### src/rtl/core/assert_macros.svh
// ----------------------------------------------------------------------------
// assert_macros.svh
// Shared concurrent assertion macros.
// ----------------------------------------------------------------------------
`ifndef ASSERT_MACROS_SVH
`define ASSERT_MACROS_SVH

// same-cycle implication
`define ASSERT_IMPL(label, ante, cons) \
    label: assert property (@(posedge clk) disable iff (!rst_n) (ante) |-> (cons)) \
        else $error("assertion failed");

// next-cycle implication
`define ASSERT_NEXT(label, ante, cons) \
    label: assert property (@(posedge clk) disable iff (!rst_n) (ante) |=> (cons)) \
        else $error("assertion failed");

`endif

### src/rtl/core/fpbc_pkg.sv
// ----------------------------------------------------------------------------
// fpbc_pkg
// Types, codes and constants of the IPv4 flow packet/byte counter.
// ----------------------------------------------------------------------------
package fpbc_pkg;

    localparam int FLOW_ENTRIES_DEF = 1024;
    localparam int PROBE_LIMIT_DEF  = 8;

    localparam logic [5:0] LINK_HDR_RESET = 6'd14;
    localparam logic [6:0] POS_MAX        = 7'd127;
    localparam logic [3:0] IPV4_VERSION   = 4'd4;
    localparam logic [7:0] PROTO_TCP      = 8'd6;
    localparam logic [7:0] PROTO_UDP      = 8'd17;
    localparam logic [7:0] OFS_PROTO      = 8'd9;
    localparam logic [7:0] OFS_ADDR_FIRST = 8'd12;
    localparam logic [7:0] OFS_ADDR_LAST  = 8'd19;
    localparam logic [7:0] IPV4_MIN_HDR   = 8'd20;
    localparam logic [7:0] PORT_BYTES     = 8'd4;

    localparam logic KIND_BYTE = 1'b0;
    localparam logic KIND_READ = 1'b1;

    localparam logic [2:0] STAT_EXIST   = 3'd0;
    localparam logic [2:0] STAT_NEW     = 3'd1;
    localparam logic [2:0] STAT_IGNORED = 3'd2;
    localparam logic [2:0] STAT_TRUNC   = 3'd3;
    localparam logic [2:0] STAT_FULL    = 3'd4;
    localparam logic [2:0] STAT_READ    = 3'd5;

    localparam logic [2:0] REQ_NONE   = 3'd0;
    localparam logic [2:0] REQ_IGNORE = 3'd1;
    localparam logic [2:0] REQ_TRUNC  = 3'd2;
    localparam logic [2:0] REQ_LOOKUP = 3'd3;
    localparam logic [2:0] REQ_READ   = 3'd4;

    typedef struct packed {
        logic        kind;
        logic [7:0]  data_byte;
        logic        last_byte;
        logic [15:0] wire_length;
        logic [9:0]  entry_index;
    } in_t;

    typedef struct packed {
        logic [2:0]  status;
        logic [9:0]  flow_index;
        logic        entry_valid;
        logic [31:0] source_address;
        logic [15:0] source_port;
        logic [31:0] dest_address;
        logic [15:0] dest_port;
        logic [63:0] packet_total;
        logic [63:0] byte_total;
    } out_t;

    // parser to table request
    typedef struct packed {
        logic [2:0]  op;
        logic [63:0] addrs;
        logic [31:0] ports;
        logic [15:0] wlen;
        logic [9:0]  index;
    } req_t;

    typedef struct packed {
        logic        used;
        logic [63:0] addrs;
        logic [31:0] ports;
        logic [63:0] packets;
        logic [63:0] bytes;
    } ent_t;

endpackage

### src/rtl/core/fpbc_parser.sv
// ----------------------------------------------------------------------------
// fpbc_parser
// Byte-wise IPv4 header parser; forms one table request per item.
// ----------------------------------------------------------------------------
module fpbc_parser
    import fpbc_pkg::*;
(
    input  logic       clk,
    input  logic       rst_n,
    input  logic       cfg_write,
    input  logic [5:0] cfg_data,
    input  logic       accept,
    input  in_t        item,
    output req_t       req
);

    logic [5:0]  lhb_reg;
    logic [6:0]  pos_reg,   pos_next;
    logic [3:0]  ver_reg,   ver_next;
    logic [3:0]  hw_reg,    hw_next;
    logic [7:0]  proto_reg, proto_next;
    logic [63:0] addr_reg,  addr_next;
    logic [31:0] ports_reg, ports_next;

    logic [7:0] p8, l8, pstart, need, count;
    logic       bad;

    always_comb
    begin
        p8 = {1'b0, pos_reg};
        l8 = {2'b00, lhb_reg};
        ver_next   = (p8 == l8) ? item.data_byte[7:4] : ver_reg;
        hw_next    = (p8 == l8) ? item.data_byte[3:0] : hw_reg;
        proto_next = (p8 == l8 + OFS_PROTO) ? item.data_byte : proto_reg;
        addr_next  = (p8 >= l8 + OFS_ADDR_FIRST && p8 <= l8 + OFS_ADDR_LAST) ?
                     {addr_reg[55:0], item.data_byte} : addr_reg;
        pstart     = l8 + {2'b00, hw_next, 2'b00};
        ports_next = (p8 >= pstart && p8 <= pstart + 8'd3) ?
                     {ports_reg[23:0], item.data_byte} : ports_reg;
        pos_next   = (pos_reg < POS_MAX) ? pos_reg + 7'd1 : pos_reg;
        count      = {1'b0, pos_next};
        need       = pstart + PORT_BYTES;
        if (need < l8 + IPV4_MIN_HDR)
        begin
            need = l8 + IPV4_MIN_HDR;
        end
        bad = (count > l8 && ver_next != IPV4_VERSION) ||
              (count > l8 + OFS_PROTO && proto_next != PROTO_TCP &&
               proto_next != PROTO_UDP);

        req       = '0;
        req.addrs = addr_next;
        req.ports = ports_next;
        req.wlen  = item.wire_length;
        req.index = item.entry_index;
        if (item.kind == KIND_READ)
        begin
            req.op = REQ_READ;
        end
        else if (!item.last_byte)
        begin
            req.op = REQ_NONE;
        end
        else if (bad)
        begin
            req.op = REQ_IGNORE;
        end
        else if (count < need)
        begin
            req.op = REQ_TRUNC;
        end
        else
        begin
            req.op = REQ_LOOKUP;
        end
    end

    always_ff @(posedge clk or negedge rst_n)
    begin
        if (!rst_n)
        begin
            lhb_reg   <= LINK_HDR_RESET;
            pos_reg   <= '0;
            ver_reg   <= '0;
            hw_reg    <= '0;
            proto_reg <= '0;
            addr_reg  <= '0;
            ports_reg <= '0;
        end
        else
        begin
            if (cfg_write)
            begin
                lhb_reg <= cfg_data;
            end
            if (accept && item.kind == KIND_BYTE)
            begin
                if (item.last_byte)
                begin
                    pos_reg   <= '0;
                    ver_reg   <= '0;
                    hw_reg    <= '0;
                    proto_reg <= '0;
                    addr_reg  <= '0;
                    ports_reg <= '0;
                end
                else
                begin
                    pos_reg   <= pos_next;
                    ver_reg   <= ver_next;
                    hw_reg    <= hw_next;
                    proto_reg <= proto_next;
                    addr_reg  <= addr_next;
                    ports_reg <= ports_next;
                end
            end
        end
    end

endmodule

### config.mk
export PLATFORM = sky130hd
export DESIGN_NAME = fpbc_parser
export DESIGN_NICKNAME = d
export VERILOG_FILES = /design/src/rtl/core/assert_macros.svh /design/src/rtl/core/fpbc_pkg.sv /design/src/rtl/core/fpbc_parser.sv
export SDC_FILE = /design/constraint.sdc
export NUM_CORES = 1
export LEC_CHECK = 0
export ABC_AREA = 1
export BUFFER_PORTS_ARGS = -buffer_cell sky130_fd_sc_hd__buf_2
export CAP_MARGIN = 10
export CORE_ASPECT_RATIO = 0.9
export CORE_MARGIN = 3
export CORE_UTILIZATION = 30
export DETAILED_ROUTE_END_ITERATION = 8
export GPL_ROUTABILITY_DRIVEN = 0
export PLACE_DENSITY = 0.59
export SLEW_MARGIN = 25
export SYNTH_ARGS = -nofsm -noshare
export SYNTH_HDL_FRONTEND = slang
export SYNTH_SLANG_ARGS = --single-unit
### constraint.sdc
create_clock -name clk -period 10.05 [get_ports clk]
set_input_delay 1.005 -clock clk [delete_from_list [all_inputs] [get_ports clk]]
set_output_delay 1.005 -clock clk [all_outputs]
set_load 0.02 [all_outputs]
==> results <==
- The flow ran to the end, and the final reports show no timing, DRC or antenna violations.
- The finished layout holds 1632 standard cells, fillers aside.
- The final critical-path required period is 7.93 ns.
- The final antenna-violating net count is 0.
- The most used flip-flop cell after synthesis is sky130_fd_sc_hd__dfrtp_1.
- Data on the critical path is required at its endpoint by 9.05 ns.
- The critical path data arrival time is 6.93 ns.
- The total setup buffers inserted after CTS is 0.
- The residual DRC count is 0.
- The via density per instance is 4.79.
- The count of state elements after synthesis is 125.
- The tightest min-delay check is of the flip-flop to flip-flop type.
- The initial antenna violation count is 1.
- The final non-filler cell area is 0.00993 mm2.
- In this run the worst path has a maximum fanout of 16.
- In this run the vertical extent of the chip is 167 um.
- TritonCTS built the clock tree.
- For this design, the CTS-stage hold fixing added 0 buffers.
- Measured on the finished design, the core utilization comes to 35.2%.
- Of the total power, the clock network draws 26.3%.
- The total of cells resized after clock tree synthesis is 0.
- Counting the buffers created by CTS gives 17.
- The share of post-route cells with drive strength above 1 is 14.5%.
- The number of levels the H-tree was split into is 4.
- The number of distinct library cells after synthesis is 48.
- The die extent in x is 185 um.
- The category of the most critical setup path is flip-flop to primary output.
- The clock sink count is 125.
- The synthesized net count is 1304.
- The part of the total power dissipated in sequential elements is 27.9%.
- The cell area that synthesis handed to floorplanning was 0.00869 mm2.
- The Yosys warning count is 0.
- Sorting the synthesized cells by area gives the leading types as sky130_fd_sc_hd__dfrtp_1, sky130_fd_sc_hd__nand2_1, sky130_fd_sc_hd__inv_1.
- In the final layout, the multi-input gates occupy 0.00423 mm2.
- Synthesis produced 1200 cells.
- After synthesis, the share of flip-flops with an asynchronous set or reset is 100%.
- The full die area is 0.0311 mm2.
- The clock transition at the registers of the reported paths is 0.06 ns.
- The routed length per instance is 14.5 um.
- The via count is 7821.
- For this design, the slowest cell found on the critical path is sky130_fd_sc_hd__o21ai_0.
- Once placement completed, the tool counted placed cells totaling 1599.
- Setup violations remaining at the end of the flow were counted as 0.
- Setup repair after global routing left no endpoint under its margin.
- Cell internal power was estimated by the tool at 1370 uW.
- The HPWL after detailed placement is 16600 um.
- The number of max-cap violations is 0.
- The biggest cell delay along the critical path is 0.55 ns.
- The final-layout fill cell count is 2934.
- The number of input and output port buffers inserted is 118.
- STA classifies the critical path endpoint as a primary output.
- In this run, synthesis inferred 0 flip-flops with an integrated enable.
- Net switching is 44.0% of the power.
- The worst setup path is launched from a flip-flop.
- The hold violation count in the final report is 0.
- The power density normalized to cell area is 246 mW/mm2.
- The first-pass GRT wire length is 38900 um.
- After detailed placement, the total cell area comes to 0.00931 mm2.
- Global routing finished with a remaining overflow of 0.
- The via count of the first global-routing pass is 7443.
- In this run the tightest slew margin relative to its limit is 35.5%.
- The register with the most flip-flops in the layout has 64 of them.
- The top cell types in the final layout, fill and taps aside, are sky130_fd_sc_hd__nand2_1, sky130_fd_sc_hd__inv_1, sky130_fd_sc_hd__dfrtp_1, sky130_fd_sc_hd__buf_2, sky130_fd_sc_hd__o21ai_0.
- 171 I/O pins were placed.
- The total global-route track usage is 15.6%.
- After floorplanning, the core was sized to cover 0.0282 mm2.
- The final net count is 1362.
- VDD sags by at most 0.000130 V.
- The peak clock frequency supported by timing is 126 MHz.
- The pin count of the biggest net entering global routing is 129.
- The total iterations of the first detailed-routing run is 5.
- The row count is 58.
- The total wire length is 23700 um.
- sky130_fd_sc_hd__dfrtp_1 takes more of the synthesized area than any other cell.
- In the final layout, flip-flops and latches occupy 0.00313 mm2.
- The final setup skew is 0.0103 ns.
- The accumulated negative setup slack is 0 ns.
- The transition at the pin with the smallest max-transition slack is 0.968 ns.
- The power spent charging and discharging nets is 1070 uW.
- The starting DRC count in detailed routing is 602.
- At the later pin of the worst-skew pair, clock insertion delay measures 0.42 ns.
- The sequential-to-total area share from yosys stat is 36.0%.
- Of the available clock period, the critical path in the final layout requires 78.9%.
- Across all setup checks in the final design, the least slack found is 2.12 ns.
- Counting along the longest clock path gives a buffer depth of 2.
- The final max-slew violation count is 0.
- The initial utilization of the core area, before any placement, comes to 30.8%.
- The worst slack at placement is 2.21 ns.
- Each instance of the synthesized netlist takes up on average 7.24 um2.
- The analysis attributes to cell leakage a power of 0.00586 uW.
- The combinational fraction of design power is 45.8%.
- Summed over its instances, the top area cell type makes up 35.1% of the synthesized netlist area.
- The library cell used most frequently in the layout, excluding fill and tap cells, is sky130_fd_sc_hd__nand2_1.
- The root buffer cell chosen for the clock tree is sky130_fd_sc_hd__clkbuf_16.
- The area growth from synthesis to layout is 14.2%.
[cell type report]
class	count	share of cell area, %
clock inverter	13	1.56
multi-input combinational	756	42.6
timing repair buffer	124	6.43
tap	360	4.54
clock buffer	19	4.46
inverter	234	8.85
sequential	125	31.5
antenna	1	0.0252
[per-stage QoR]
stage | hold WS [ns] | total power (uW)
4_1_cts | 0.482 | 2470
6_report | 0.480 | 2440
2_1_floorplan | 0.449 | 1490
3_5_place_dp | 0.465 | 1810
5_1_grt | 0.498 | 2640
3_3_place_gp | 0.462 | 1800
[cell usage after synthesis (all sizes together) (2+ instances only)]
cell type / number
a211oi: 2
a21oi: 24
a22o: 3
a31oi: 2
and2: 32
buf: 51
clkbuf: 34
dfrtp: 122
dfstp: 3
ha: 57
inv: 234
nand2: 287
nand3: 80
nand3b: 2
nand4: 16
nor2: 28
nor3: 7
o21a: 2
o21ai: 103
o21bai: 3
o22ai: 78
xnor2: 3
xor2: 16
[final timing paths]
kind / startpoint / endpoint / slack (ns) / cells past startpoint
worst max-delay path: lhb_reg[0] / req[122] / 2.12 / 29
worst min-delay path: ports_reg[24] / ports_reg[24] / 0.48 / 2
worst max register to register: lhb_reg[0] / ports_reg[6] / 4.04 / 26
worst min register to register: ports_reg[24] / ports_reg[24] / 0.48 / 2
max in group asynchronous: rst_n / ports_reg[24] / 7.99 / 2
min in group asynchronous: rst_n / addr_reg[26] / 0.68 / 1
[critical path: cells and delay by family, from the launching register on]
family / cells / cell delay (ns)
adder cells (fa/ha/maj): 6 / 2.10
AO/OA/AOI/OAI: 10 / 2.01
AND/OR/NAND/NOR: 7 / 1.39
buffers and inverters: 6 / 0.57
flip-flops: 1 / 0.44
[cells by family (layout without fill, tap and decap cells)]
kind of cell	after synthesis	after routing	synth area share [%]
simple gates	456	456	23.2
xor+xnor	19	19	2.00
other cells	0	1	0
buf+inv	319	390	15.7
flops	125	125	36.0
fa+ha+maj	58	58	8.44
compound gates	223	223	14.6
[power groups by stage]
stage / clock network (uW) / registers (uW) / logic [uW]
after floorplan: 0 / 666 / 823
after global placement: 0 / 689 / 1110
after detailed placement: 0 / 691 / 1120
after CTS: 656 / 683 / 1130
after global routing: 679 / 697 / 1260
final: 641 / 682 / 1120
[per-layer routing]
metal	up-vias	GRT usage, %	part of all wire (%)
met5	-	0	0
met4	0	4.37	1.3
met3	22	3.08	5.4
met2	198	24.4	46
met1	3643	21.8	48
li1	3958	-	-
Note: power is estimated with default switching activity, not from simulation.
